### src/swmm_pkg.sv
// Shared types and constants for the sliding window min/max core.
package swmm_pkg;

  localparam int CFG_W = 9;
  localparam logic [CFG_W-1:0] WIN_LEN_RESET = 9'd256;
  localparam int SAMPLE_W = 16;

  typedef logic signed [SAMPLE_W-1:0] sample_t;

  typedef enum logic [1:0] {
    ST_IDLE,
    ST_SCAN,
    ST_DONE
  } swmm_state_t;

  typedef struct packed {
    logic take;
    logic scan;
    logic emit;
  } swmm_cmd_t;

  typedef struct packed {
    logic need_scan;
    logic scan_done;
    logic out_free;
  } swmm_sts_t;

endpackage

### src/swmm_in_if.sv
// Sample input channel: valid/ready handshake with one sample per beat.
interface swmm_in_if;
  swmm_pkg::sample_t sample;
  logic              valid;
  logic              ready;

  modport source (output valid, output sample, input ready);
  modport sink (input valid, input sample, output ready);
endinterface

### src/swmm_out_if.sv
// Result channel: valid/ready handshake carrying window max, min and change flag.
interface swmm_out_if;
  logic              range_changed;
  swmm_pkg::sample_t window_max;
  swmm_pkg::sample_t window_min;
  logic              valid;
  logic              ready;

  modport source (output valid, output range_changed, output window_max,
                  output window_min, input ready);
  modport sink (input valid, input range_changed, input window_max,
                input window_min, output ready);
endinterface

### src/swmm_ctrl.sv
// Controller state machine: sequences sample intake, rescan and result beat.
module swmm_ctrl (
  input  logic              clk,
  input  logic              rst_n,
  input  logic              in_valid,
  output logic              in_ready,
  input  swmm_pkg::swmm_sts_t sts,
  output swmm_pkg::swmm_cmd_t cmd
);
  import swmm_pkg::*;

  swmm_state_t state_r;
  swmm_state_t state_nxt;

  always_ff @(posedge clk) begin
    if (!rst_n) begin
      state_r <= ST_IDLE;
    end else begin
      state_r <= state_nxt;
    end
  end

  always_comb begin
    state_nxt = state_r;
    in_ready  = 1'b0;
    cmd       = '0;
    case (state_r)
      ST_IDLE: begin
        in_ready = 1'b1;
        if (in_valid) begin
          cmd.take  = 1'b1;
          state_nxt = sts.need_scan ? ST_SCAN : ST_DONE;
        end
      end
      ST_SCAN: begin
        cmd.scan = 1'b1;
        if (sts.scan_done) begin
          state_nxt = ST_DONE;
        end
      end
      ST_DONE: begin
        if (sts.out_free) begin
          cmd.emit  = 1'b1;
          state_nxt = ST_IDLE;
        end
      end
      default: begin
        state_nxt = ST_IDLE;
      end
    endcase
  end

endmodule

### src/swmm_datapath.sv
// Datapath: sample ring store, extremes with ages, rescan engine, output register.
module swmm_datapath #(
  parameter int MAX_WINDOW = 256
) (
  input  logic                       clk,
  input  logic                       rst_n,
  input  swmm_pkg::swmm_cmd_t        cmd,
  output swmm_pkg::swmm_sts_t        sts,
  input  swmm_pkg::sample_t          in_sample,
  input  logic                       cfg_we,
  input  logic [swmm_pkg::CFG_W-1:0] cfg_wdata,
  input  logic                       out_ready,
  output logic                       out_valid,
  output logic                       out_range_changed,
  output swmm_pkg::sample_t          out_window_max,
  output swmm_pkg::sample_t          out_window_min
);
  import swmm_pkg::*;

  localparam int AW = $clog2(MAX_WINDOW);
  localparam int CW = $clog2(MAX_WINDOW + 1);
  localparam int LW = (CW > CFG_W) ? CW : CFG_W;
  localparam logic [AW-1:0] LAST_POS = AW'(MAX_WINDOW - 1);

  sample_t mem [MAX_WINDOW];

  logic [CFG_W-1:0] win_len_r;
  logic [AW-1:0]    wp_r;
  logic [CW-1:0]    fill_r;
  sample_t          cur_max_r;
  sample_t          cur_min_r;
  logic [CW-1:0]    max_age_r;
  logic [CW-1:0]    min_age_r;
  logic             changed_r;

  logic [AW-1:0]    iss_ptr_r;
  logic [CW-1:0]    iss_age_r;
  logic [CW-1:0]    iss_cnt_r;
  logic             rd_vld_r;
  logic [CW-1:0]    rd_age_r;
  sample_t          rd_data_r;

  logic             out_valid_r;
  logic             out_changed_r;
  sample_t          out_max_r;
  sample_t          out_min_r;

  logic [LW-1:0]    wl_ext;
  logic [LW-1:0]    w_full;
  logic [CW-1:0]    win;
  logic             was_empty;
  logic [CW:0]      fill_inc;
  logic [CW-1:0]    fill_nxt;
  logic             max_up;
  logic             min_dn;
  logic [CW-1:0]    max_age_nxt;
  logic [CW-1:0]    min_age_nxt;
  logic             need_scan;
  logic             changed_nxt;
  logic [AW-1:0]    wp_nxt;
  logic [AW-1:0]    wp_prev;
  logic [AW-1:0]    iss_ptr_nxt;

  assign wl_ext = LW'(win_len_r);

  always_comb begin
    if (wl_ext < LW'(2)) begin
      w_full = LW'(2);
    end else if (wl_ext > LW'(MAX_WINDOW)) begin
      w_full = LW'(MAX_WINDOW);
    end else begin
      w_full = wl_ext;
    end
  end

  assign win         = w_full[CW-1:0];
  assign was_empty   = (fill_r == '0);
  assign fill_inc    = {1'b0, fill_r} + (CW+1)'(1);
  assign fill_nxt    = (fill_inc > {1'b0, win}) ? win : fill_inc[CW-1:0];
  assign max_up      = in_sample > cur_max_r;
  assign min_dn      = in_sample < cur_min_r;
  assign max_age_nxt = max_up ? '0 : max_age_r + CW'(1);
  assign min_age_nxt = min_dn ? '0 : min_age_r + CW'(1);
  assign need_scan   = !was_empty && ((max_age_nxt >= win) || (min_age_nxt >= win));
  assign changed_nxt = was_empty || max_up || min_dn || need_scan;
  assign wp_nxt      = (wp_r == LAST_POS) ? '0 : wp_r + AW'(1);
  assign wp_prev     = (wp_r == '0) ? LAST_POS : wp_r - AW'(1);
  assign iss_ptr_nxt = (iss_ptr_r == '0) ? LAST_POS : iss_ptr_r - AW'(1);

  assign sts.need_scan = need_scan;
  assign sts.scan_done = (iss_cnt_r == '0) && !rd_vld_r;
  assign sts.out_free  = !out_valid_r || out_ready;

  // Ring store: write on intake, one registered read per scan cycle while reads remain.
  always_ff @(posedge clk) begin
    if (cmd.take) begin
      mem[wp_r] <= in_sample;
    end
    if (cmd.scan && (iss_cnt_r != '0)) begin
      rd_data_r <= mem[iss_ptr_r];
    end
  end

  always_ff @(posedge clk) begin
    if (!rst_n) begin
      win_len_r   <= WIN_LEN_RESET;
      wp_r        <= '0;
      fill_r      <= '0;
      cur_max_r   <= '0;
      cur_min_r   <= '0;
      max_age_r   <= '0;
      min_age_r   <= '0;
      iss_cnt_r   <= '0;
      rd_vld_r    <= 1'b0;
      out_valid_r <= 1'b0;
    end else begin
      if (cfg_we) begin
        win_len_r <= cfg_wdata;
      end
      if (cmd.take) begin
        wp_r   <= wp_nxt;
        fill_r <= fill_nxt;
        if (was_empty || need_scan) begin
          cur_max_r <= in_sample;
          cur_min_r <= in_sample;
          max_age_r <= '0;
          min_age_r <= '0;
        end else begin
          if (max_up) begin
            cur_max_r <= in_sample;
          end
          if (min_dn) begin
            cur_min_r <= in_sample;
          end
          max_age_r <= max_age_nxt;
          min_age_r <= min_age_nxt;
        end
        if (need_scan) begin
          iss_cnt_r <= fill_nxt - CW'(1);
        end
      end
      if (cmd.scan) begin
        if (iss_cnt_r != '0) begin
          iss_cnt_r <= iss_cnt_r - CW'(1);
          rd_vld_r  <= 1'b1;
        end else begin
          rd_vld_r <= 1'b0;
        end
        if (rd_vld_r) begin
          if (rd_data_r > cur_max_r) begin
            cur_max_r <= rd_data_r;
            max_age_r <= rd_age_r;
          end
          if (rd_data_r < cur_min_r) begin
            cur_min_r <= rd_data_r;
            min_age_r <= rd_age_r;
          end
        end
      end
      if (cmd.emit) begin
        out_valid_r <= 1'b1;
      end else if (out_ready) begin
        out_valid_r <= 1'b0;
      end
    end
  end

  always_ff @(posedge clk) begin
    if (cmd.take) begin
      changed_r <= changed_nxt;
      iss_ptr_r <= wp_prev;
      iss_age_r <= CW'(1);
    end
    if (cmd.scan && (iss_cnt_r != '0)) begin
      iss_ptr_r <= iss_ptr_nxt;
      iss_age_r <= iss_age_r + CW'(1);
      rd_age_r  <= iss_age_r;
    end
    if (cmd.emit) begin
      out_changed_r <= changed_r;
      out_max_r     <= cur_max_r;
      out_min_r     <= cur_min_r;
    end
  end

  assign out_valid         = out_valid_r;
  assign out_range_changed = out_changed_r;
  assign out_window_max    = out_max_r;
  assign out_window_min    = out_min_r;

  a_max_ge_min: assert property (@(posedge clk) disable iff (!rst_n)
    (fill_r != '0) |-> (cur_max_r >= cur_min_r))
    else $error("window max below window min");

  a_scan_quiet: assert property (@(posedge clk) disable iff (!rst_n)
    ((iss_cnt_r != '0) || rd_vld_r) |-> (!cmd.take && !cmd.emit))
    else $error("intake or result beat during rescan");

  a_emit_free: assert property (@(posedge clk) disable iff (!rst_n)
    cmd.emit |-> (!out_valid_r || out_ready))
    else $error("result beat overwrites pending result");

  a_fill_after_take: assert property (@(posedge clk) disable iff (!rst_n)
    cmd.take |=> (fill_r != '0))
    else $error("window empty after sample intake");

endmodule

### src/sliding_window_min_max_core.sv
// Sliding window min/max core top level.
// Without a rescan, an input beat leads to the result state, which loads the
// output register once the output is free. A rescan first reads the older
// samples, one ring store read per cycle. Intake waits for the output load.
// Reset: synchronous active-low rst_n empties the window, window_length = 256.
module sliding_window_min_max_core #(
  parameter int MAX_WINDOW = 256
) (
  input  logic                       clk,
  input  logic                       rst_n,
  swmm_in_if.sink                    in_ch,
  swmm_out_if.source                 out_ch,
  input  logic                       cfg_we,
  input  logic [swmm_pkg::CFG_W-1:0] cfg_wdata
);
  import swmm_pkg::*;

  swmm_cmd_t cmd;
  swmm_sts_t sts;

  swmm_ctrl u_ctrl (
    .clk      (clk),
    .rst_n    (rst_n),
    .in_valid (in_ch.valid),
    .in_ready (in_ch.ready),
    .sts      (sts),
    .cmd      (cmd)
  );

  swmm_datapath #(
    .MAX_WINDOW (MAX_WINDOW)
  ) u_datapath (
    .clk               (clk),
    .rst_n             (rst_n),
    .cmd               (cmd),
    .sts               (sts),
    .in_sample         (in_ch.sample),
    .cfg_we            (cfg_we),
    .cfg_wdata         (cfg_wdata),
    .out_ready         (out_ch.ready),
    .out_valid         (out_ch.valid),
    .out_range_changed (out_ch.range_changed),
    .out_window_max    (out_ch.window_max),
    .out_window_min    (out_ch.window_min)
  );

endmodule

### src/flat_wrapper.sv
// flat-port wrapper written by rule: the top's interface ports become plain ports
module sliding_window_min_max_core_flat import swmm_pkg::*;
#(
  parameter int MAX_WINDOW = 256
)
  (clk, rst_n, cfg_we, cfg_wdata, in_ch_valid, in_ch_sample, in_ch_ready, out_ch_valid, out_ch_range_changed, out_ch_window_max, out_ch_window_min, out_ch_ready);
  swmm_in_if in_ch_i ();
  swmm_out_if out_ch_i ();
  input  logic clk;
  input  logic rst_n;
  input  logic cfg_we;
  input  logic [swmm_pkg::CFG_W-1:0] cfg_wdata;
  input wire logic [$bits(in_ch_i.valid)-1:0] in_ch_valid;
  input wire logic [$bits(in_ch_i.sample)-1:0] in_ch_sample;
  output wire logic [$bits(in_ch_i.ready)-1:0] in_ch_ready;
  output wire logic [$bits(out_ch_i.valid)-1:0] out_ch_valid;
  output wire logic [$bits(out_ch_i.range_changed)-1:0] out_ch_range_changed;
  output wire logic [$bits(out_ch_i.window_max)-1:0] out_ch_window_max;
  output wire logic [$bits(out_ch_i.window_min)-1:0] out_ch_window_min;
  input wire logic [$bits(out_ch_i.ready)-1:0] out_ch_ready;
  assign in_ch_i.valid = in_ch_valid;
  assign in_ch_i.sample = in_ch_sample;
  assign in_ch_ready = in_ch_i.ready;
  assign out_ch_valid = out_ch_i.valid;
  assign out_ch_range_changed = out_ch_i.range_changed;
  assign out_ch_window_max = out_ch_i.window_max;
  assign out_ch_window_min = out_ch_i.window_min;
  assign out_ch_i.ready = out_ch_ready;
  sliding_window_min_max_core #(.MAX_WINDOW(MAX_WINDOW)) u_core (.clk(clk), .rst_n(rst_n), .in_ch(in_ch_i), .out_ch(out_ch_i), .cfg_we(cfg_we), .cfg_wdata(cfg_wdata));
endmodule
### config.mk
export PLATFORM = sky130hd
export DESIGN_NAME = sliding_window_min_max_core_flat
export DESIGN_NICKNAME = d
export VERILOG_FILES = /design/src/swmm_pkg.sv /design/src/swmm_in_if.sv /design/src/swmm_out_if.sv /design/src/swmm_ctrl.sv /design/src/swmm_datapath.sv /design/src/sliding_window_min_max_core.sv /design/src/flat_wrapper.sv
export SDC_FILE = /design/constraint.sdc
export NUM_CORES = 2
export LEC_CHECK = 0
export ABC_AREA = 1
export ABC_CLOCK_PERIOD_IN_PS = 3120
export BUFFER_PORTS_ARGS = -buffer_cell sky130_fd_sc_hd__buf_2
export CORE_ASPECT_RATIO = 0.8
export CORE_MARGIN = 2
export CORE_UTILIZATION = 45
export DETAILED_ROUTE_END_ITERATION = 7
export PLACE_DENSITY = 0.68
export SLEW_MARGIN = 40
export SYNTH_ARGS = -nofsm -noshare
export SYNTH_HDL_FRONTEND = slang
export SYNTH_SLANG_ARGS = --single-unit
### constraint.sdc
create_clock -name clk -period 3.12 [get_ports clk]
set_input_delay 0.468 -clock clk [delete_from_list [all_inputs] [get_ports clk]]
set_output_delay 0.468 -clock clk [all_outputs]
set_load 0.01 [all_outputs]
* Word-level counts from Yosys, hierarchy flattened *
Memory sizes are Yosys's and may differ from the RTL's. A register that Yosys moved wholly into a read port is not among the register bits.
Cells that the tools add are included.
Widths: inputs -> output; s select.

cells by class
  add/subtract/negate cells = 9
  $lt $le $gt $ge = 9
  equal/unequal tests = 6
  muxes and demuxes = 54
  reductions and logical operators = 21

operators by type and width
  operator              number
  $mux 16               12
  $mux 9                21
  $mux 8                5
  $gt 16x16->1          2
  $lt 16x16->1          2
  $add 9x1->9 const B   3
  $ge 9x9->1            2
  $logic_not 9->1       2
  $sub 9x1->9 const B   2
  $logic_not 8->1       2
  $sub 8x1->8 const B   2
  $mux 1                11
  $add 9x1->10 const B  1
  $gt 10x9->1           1
  $gt 9x9->1 const B    1
  $lt 9x2->1 const B    1
  $reduce_bool 9->1     1
  $add 8x1->8 const B   1
  $eq 8x8->1 const B    1
  $mux 2                4
  $logic_or 1x1->1      6
  $pmux 2 s3            1
  $ne 2x1->1 const B    2
  $reduce_bool 2->1     2
  7 further kinds       11

word-level totals
  flip-flop bits (word level) = 149
  bits in writable memories = 4,096
  memories kept = 1

memories
  memory                 words  width  rd ports  clocked after Yosys merged registers in  write ports  line                 RTL
  u_core.u_datapath.mem  256    16     1         1                                        1            swmm_datapath.sv:25  sample_t mem [MAX_WINDOW];

* Depth between registers and ports, before layout *
  depth after elaboration = 12
  depth in mapped cells = 28

* Cells and area by module *
A second synthesis with hierarchy kept.

unflattened totals
  cell total of the unflattened synthesis = 13,052
  area, all modules = 170,139.4 µm²

modules (own cells, without submodules)
  module         instances  cells each  area each (µm²)  seq. area each (µm²)
  swmm_datapath  1          13,028      169,990.5        127,021.8
  swmm_ctrl      1          24          148.9            40.0

* Least setup slack after synthesis *
Ideal clock, no wire load.

  path type = input to register
  start = input port in_ch_sample[9]
  end = register u_core.u_datapath.cur_max_r[12]
  library setup time = 64 ps
  data arrival time = 3,320 ps
  data required time = 3,056 ps
  setup slack = -264 ps
  stages on the path = 24
  path buffers = 1
  cell sequence = ha_1 > nand2_1 > inv_1 > o21ai_0 > nand2_1 > a21oi_1 > nand2_1 > nand2_1 > nand2_1 > inv_1 > nor2_1 > ha_1 > a21oi_1 > o21ai_0 > nand2_1 > o2111ai_1 > nor2_1 > nand2_1 > nor2_1 > nand2_2 > nand2_1 > buf_2 > a21oi_1 > nor2_1

between the ends
  longest elaborated chain between the ends = 11
  elaborated cells on any way between the ends = 15
  classes of those cells = 4 x order compare; 8 x mux; 3 x reduce/logical

ends and longest elaborated chain
  element                                       line                                      RTL
  start, declared                               flat_wrapper.sv:14                        input wire logic [$bits(in_ch_i.sample)-1:0] in_ch_sample;
  $gt 16x16->1 or $lt 16x16->1 (tied branches)  swmm_datapath.sv:80, swmm_datapath.sv:81
  $mux 9 (on tied branches)                     swmm_datapath.sv:82, swmm_datapath.sv:83
  $ge 9x9->1                                    swmm_datapath.sv:84                       assign need_scan = !was_empty && ((max_age_nxt >= win) || (min_age_nxt >= win));
  $logic_or 1x1->1                              swmm_datapath.sv:84
  $logic_and 1x1->1                             swmm_datapath.sv:84
  $logic_or 1x1->1                              swmm_datapath.sv:123                      if (was_empty || need_scan) begin
  $mux 16 (*)                                   swmm_datapath.sv:123
  $mux 16 (*)                                   swmm_datapath.sv:120                      if (cmd.take) begin
  $mux 16                                       swmm_datapath.sv:150                      if (rd_data_r > cur_max_r) begin
  $mux 16                                       swmm_datapath.sv:149                      if (rd_vld_r) begin
  $mux 16 (*)                                   swmm_datapath.sv:142                      if (cmd.scan) begin
  end signal, assigned                          swmm_datapath.sv:124                      cur_max_r <= in_sample;
  end signal, assigned                          swmm_datapath.sv:130                      cur_max_r <= in_sample;
  end signal, assigned                          swmm_datapath.sv:151                      cur_max_r <= rd_data_r;
  end, declared                                 swmm_datapath.sv:30                       sample_t cur_max_r;

Mark *: on every way between the ends. The rest lies on a longest branch, timed or not.
A chain may end at the register's enable or synchronous reset.

* Worst setup path in the final report *
  start = register u_core.u_datapath.cur_max_r[14]
  end = register u_core.u_datapath.max_age_r[0]

between the ends
  longest elaborated chain between the ends = 11
  elaborated cells on any way between the ends = 12
  classes of those cells = 3 x order compare; 6 x mux; 3 x reduce/logical

ends and longest elaborated chain
  element               line                  RTL
  $gt 16x16->1          swmm_datapath.sv:80   assign max_up = in_sample > cur_max_r;
  $mux 9                swmm_datapath.sv:82   assign max_age_nxt = max_up ? '0 : max_age_r + CW'(1);
  $ge 9x9->1            swmm_datapath.sv:84
  $logic_or 1x1->1      swmm_datapath.sv:84
  $logic_and 1x1->1     swmm_datapath.sv:84
  $logic_or 1x1->1      swmm_datapath.sv:123
  $mux 9                swmm_datapath.sv:123
  $mux 9                swmm_datapath.sv:120
  $mux 9                swmm_datapath.sv:150
  $mux 9                swmm_datapath.sv:149
  $mux 9 (*)            swmm_datapath.sv:142
  end signal, assigned  swmm_datapath.sv:135  max_age_r <= max_age_nxt;
  end signal, assigned  swmm_datapath.sv:152  max_age_r <= rd_age_r;
  end, declared         swmm_datapath.sv:32   logic [CW-1:0] max_age_r;

Marks and branches as above.

==> impl_results.md <==
* Status: complete, but fails checks
* Failing checks: setup timing
* CP arrival at roughly 4.4 ns
* Commonest register cell after synthesis: edfxtp_1
* DPL Wire Length at 328,000 microns
* Clk slew on worst S/H paths at 0.07 ns
* Crit path capture type: register
* Final core occ at 53.8%
* CTS tree: built
* Vias at between 100k and 150k
* Core area at 375,000 sq um
* First-pass GRT wire length at between 700,000 and 800,000 microns
* Rel. slew slack at 33.8%
* Largest net degree at the start of global routing at approximately 160
* Multi-input gate area at between 30,000 and 40,000 sq um
* Placer congestion estimate at 0.928
* Startpoint types: register
* Hold Path Stages at 5
* Initial Util at between 40% and 50%
* PD cells at 793 nW/um^2
* Syn avg cell area at approximately 13 sq um
* Row cnt at 201
* I/O Buffers at 64
* Hold Crit Class: primary input to register
* Worst VDD drop at about 0.55 mV
* Grt total ovfl at 0
* RSZ-0062 raised after global routing: yes
* Largest family of logic cells by synthesized area: compound AO/OA/AOI/OAI gates
* Initial antenna violation count at 26
* Worst skew pair latency at 0.97 ns
* EDFF count, synth at 4,172
* Max Cap Violations at 0
* Synth top area share at 73.9%
* Vias in the first global route at 108,000
* Leakage at roughly 67 nW
* Tmin final at roughly 3.6 ns
* CTS Root Cell: clkbuf_16
* Die ar. at around 380,000 sq um
* Max Slew Vio Count at 0
* Die H at 553 microns
* Clk buf depth at 4
* Detailed Route Iter0 Violations at roughly 20,000
* FF/Latch Area at between 100,000 and 150,000 sq um
* Worst-margin pin slew at 0.993 ns
* Num CTS Buffers at 394
* Compound-cell area share of the yosys netlist at between 10% and 20%
* DRT Wirelength at roughly 540,000 microns
* Chip Width at about 690 microns
* Skew final at about 0.066 ns
* Hold path start: in_ch_sample[8]
* Clk sinks at approximately 4,300
* Sequential share of the synthesized area at between 70% and 80%
* Setup tns final at -21.30 ns
* Worst Hold End: u_core.u_datapath.cur_max_r[8]
* CP Data Required Time at 3.98 ns
* Cell Area, Synth at 170,000 sq um
* Io pins at 65
* Layout filler cell count at around 30,000
* R2R depth at 25
* Dominant cell type by area after synthesis: edfxtp_1
* Reg-to-reg critical path endpoint: u_core.u_datapath.max_age_r[0]
* Crit share post-route at 114%
* Synth Area in Simple Gates at 8.00%
* Total chip power at between 0.15 and 0.2 W
* TritonRoute pass-1 iters at 8
* Asr flop ratio synth at 0%
* Cells after synthesis at about 13,000
* Residual DRC at 0
* Mux contribution to synthesized area at less than 1%
* Synth area leaders: edfxtp_1, o21ai_0, nor2_1, nand2_1, o221ai_1
* Final layout net count at between 10,000 and 15,000
* XOR/XNOR share of the synthesized area at less than 1%
* ANT nets after route at 0
* Max Freq at ~280 MHz
* CP Max Fanout at 9
* Final WS setup at -0.430 ns
* CTS H-tree lvls at 5
* #FFs+latches synth at about 4,300
* Synth warn at 0
* Per-cell routed wire length at 28.5 microns
* Final hold vios at 0
* Layout cell share with drive strength beyond 1 at about 18%
* Gr usage total at between 20% and 30%
* Setup slack, reg-to-reg at -0.43 ns
* Post-synthesis cell type count at 56
* Worst r2r src: u_core.u_datapath.cur_max_r[14]
* Vias per inst at between 6 and 7
* Area Growth Syn to Fin at 18.9%
* Setup CP Type: register to register
* Synth Area in Adders at less than 1%
* Syn Nets at ~13,000
* Final setup fails at 70
routing by layer:
metal	global-route usage (%)	share of wire, %	wire length (microns)
met3	7.57	15	78800
met2	38.3	43	229000
met4	8.51	3.3	18100
met5	0.175	0.040	216
met1	40.1	39	213000
critical path, stage by stage, from the launching register on:
cell	delay, ns
dfxtp_2	0.34
inv_2	0.05
ha_1	0.27
nand2_1	0.08
inv_1	0.05
nand3_2	0.06
nor3_2	0.04
buf_4	0.13
nand2_1	0.06
nand4_1	0.12
nand2_4	0.19
o21ai_1	0.09
nor2_1	0.14
ha_1	0.27
a21oi_1	0.16
o21ai_1	0.08
nand2_1	0.06
o211ai_1	0.09
nor3_2	0.16
nand2_2	0.13
buf_6	0.17
nor3_4	0.18
buf_4	0.16
buf_8	0.12
nand3_1	0.08
a21oi_1	0.12
cell families (layout without fill, tap and decap cells):
group | Yosys count | after routing
compound gates | 3658 | 3658
fa+ha+maj | 103 | 103
xor+xnor | 25 | 25
other cells | 0 | 4
buf+inv | 1128 | 2473
flops | 4261 | 4261
simple gates | 3408 | 3410
mux | 46 | 46
cell usage after synthesis, types with 4 or more instances:
| library cell | count |
|---|---|
| edfxtp_1 | 4172 |
| nor2_1 | 1801 |
| o21ai_0 | 1417 |
| nand2_1 | 1088 |
| a21oi_1 | 740 |
| o221ai_1 | 451 |
| buf_2 | 437 |
| nand3_1 | 425 |
| clkbuf_1 | 353 |
| o22ai_1 | 303 |
| o211ai_1 | 252 |
| inv_1 | 214 |
| a211oi_1 | 199 |
| o21ai_1 | 156 |
| ha_1 | 103 |
| dfxtp_1 | 89 |
| buf_4 | 56 |
| mux2i_1 | 46 |
| buf_1 | 44 |
| a311oi_1 | 31 |
| nor3_1 | 28 |
| xor2_1 | 22 |
| nand4_1 | 21 |
| o22a_1 | 20 |
| a21o_1 | 17 |
| a211o_1 | 15 |
| a31oi_1 | 13 |
| nand3b_1 | 12 |
| o2111ai_1 | 12 |
| buf_6 | 10 |
| o31ai_1 | 10 |
| or2_2 | 8 |
| nand2_2 | 7 |
| clkbuf_2 | 6 |
| o21a_1 | 6 |
| o21bai_1 | 6 |
| a32oi_1 | 4 |
| and3_1 | 4 |
| clkinv_1 | 4 |
| nor2_2 | 4 |
worst max-delay path by stage:
stage / endpoint / start
after floorplan: u_core.u_datapath.cur_max_r[13] / in_ch_sample[5]
after global placement: u_core.u_datapath.iss_cnt_r[0] / in_ch_sample[1]
after detailed placement: u_core.u_datapath.iss_cnt_r[7] / in_ch_sample[1]
after CTS: u_core.u_datapath.min_age_r[0] / u_core.u_datapath.cur_max_r[5]
after global routing: u_core.u_datapath.min_age_r[0] / u_core.u_datapath.cur_max_r[5]
final: u_core.u_datapath.max_age_r[0] / u_core.u_datapath.cur_max_r[14]
power by group:
group / switching [W] / internal, W / total [W]
clock: 0.0216 / 0.0271 / 0.0486
combinational: 0.0313 / 0.0162 / 0.0474
sequential: 0.000406 / 0.0635 / 0.0639
state kept, by name, indices dropped and copies added, names as in the netlist, 16 cells and up:
register                          flops
u_core.u_datapath.cur_max_r          16
u_core.u_datapath.cur_min_r          16
u_core.u_datapath.mem              4096
u_core.u_datapath.out_window_max     16
u_core.u_datapath.out_window_min     16
u_core.u_datapath.rd_data_r          16
what timing repair did:
action | in CTS | in global routing
pin swaps | 49 | 159
hold buffers | 28 | 0
resized for setup | 163 | 507
hold endpoints to repair | 34 | 0
endpoints found under the setup margin | 78 | 82
cloned | 4 | 17
buffers inserted | 15 | 54
cell type report:
cell class	instances	area share [%]
repair buffers	1533	7.46
multi-input cells	7242	19.7
clock inverters	248	1.17
flip-flops and latches	4261	63.0
clock buffers	470	5.13
inverters	222	0.452
well taps	4973	3.09
diodes	4	0.00496
through the flow:
stage	std cells	cell area, sq um	hold WS, ns	worst slack (ns)
2_1_floorplan	12600	170000	0.400	-0.138
3_3_place_gp	18100	185000	0.468	-1.12
3_5_place_dp	18100	185000	0.465	-1.09
4_1_cts	18900	199000	0.00959	-0.454
5_1_grt	19000	202000	0.0252	-0.757
6_report	19000	202000	0.0404	-0.430
layout by cell type (no fill, tap or decap), types with 187 or more instances in the layout:
| cell | instances |
|---|---|
| buf_12 | 187 |
| clkbuf_16 | 419 |
| o211ai_1 | 252 |
| nand2_1 | 1008 |
| inv_1 | 200 |
| o21ai_0 | 1293 |
| nand3_1 | 306 |
| o22ai_1 | 291 |
| nor2_1 | 1776 |
| edfxtp_1 | 4172 |
| o21ai_1 | 242 |
| buf_4 | 1129 |
| o221ai_1 | 439 |
| a21oi_1 | 688 |
No activity file was read; power rests on OpenSTA's default activity.
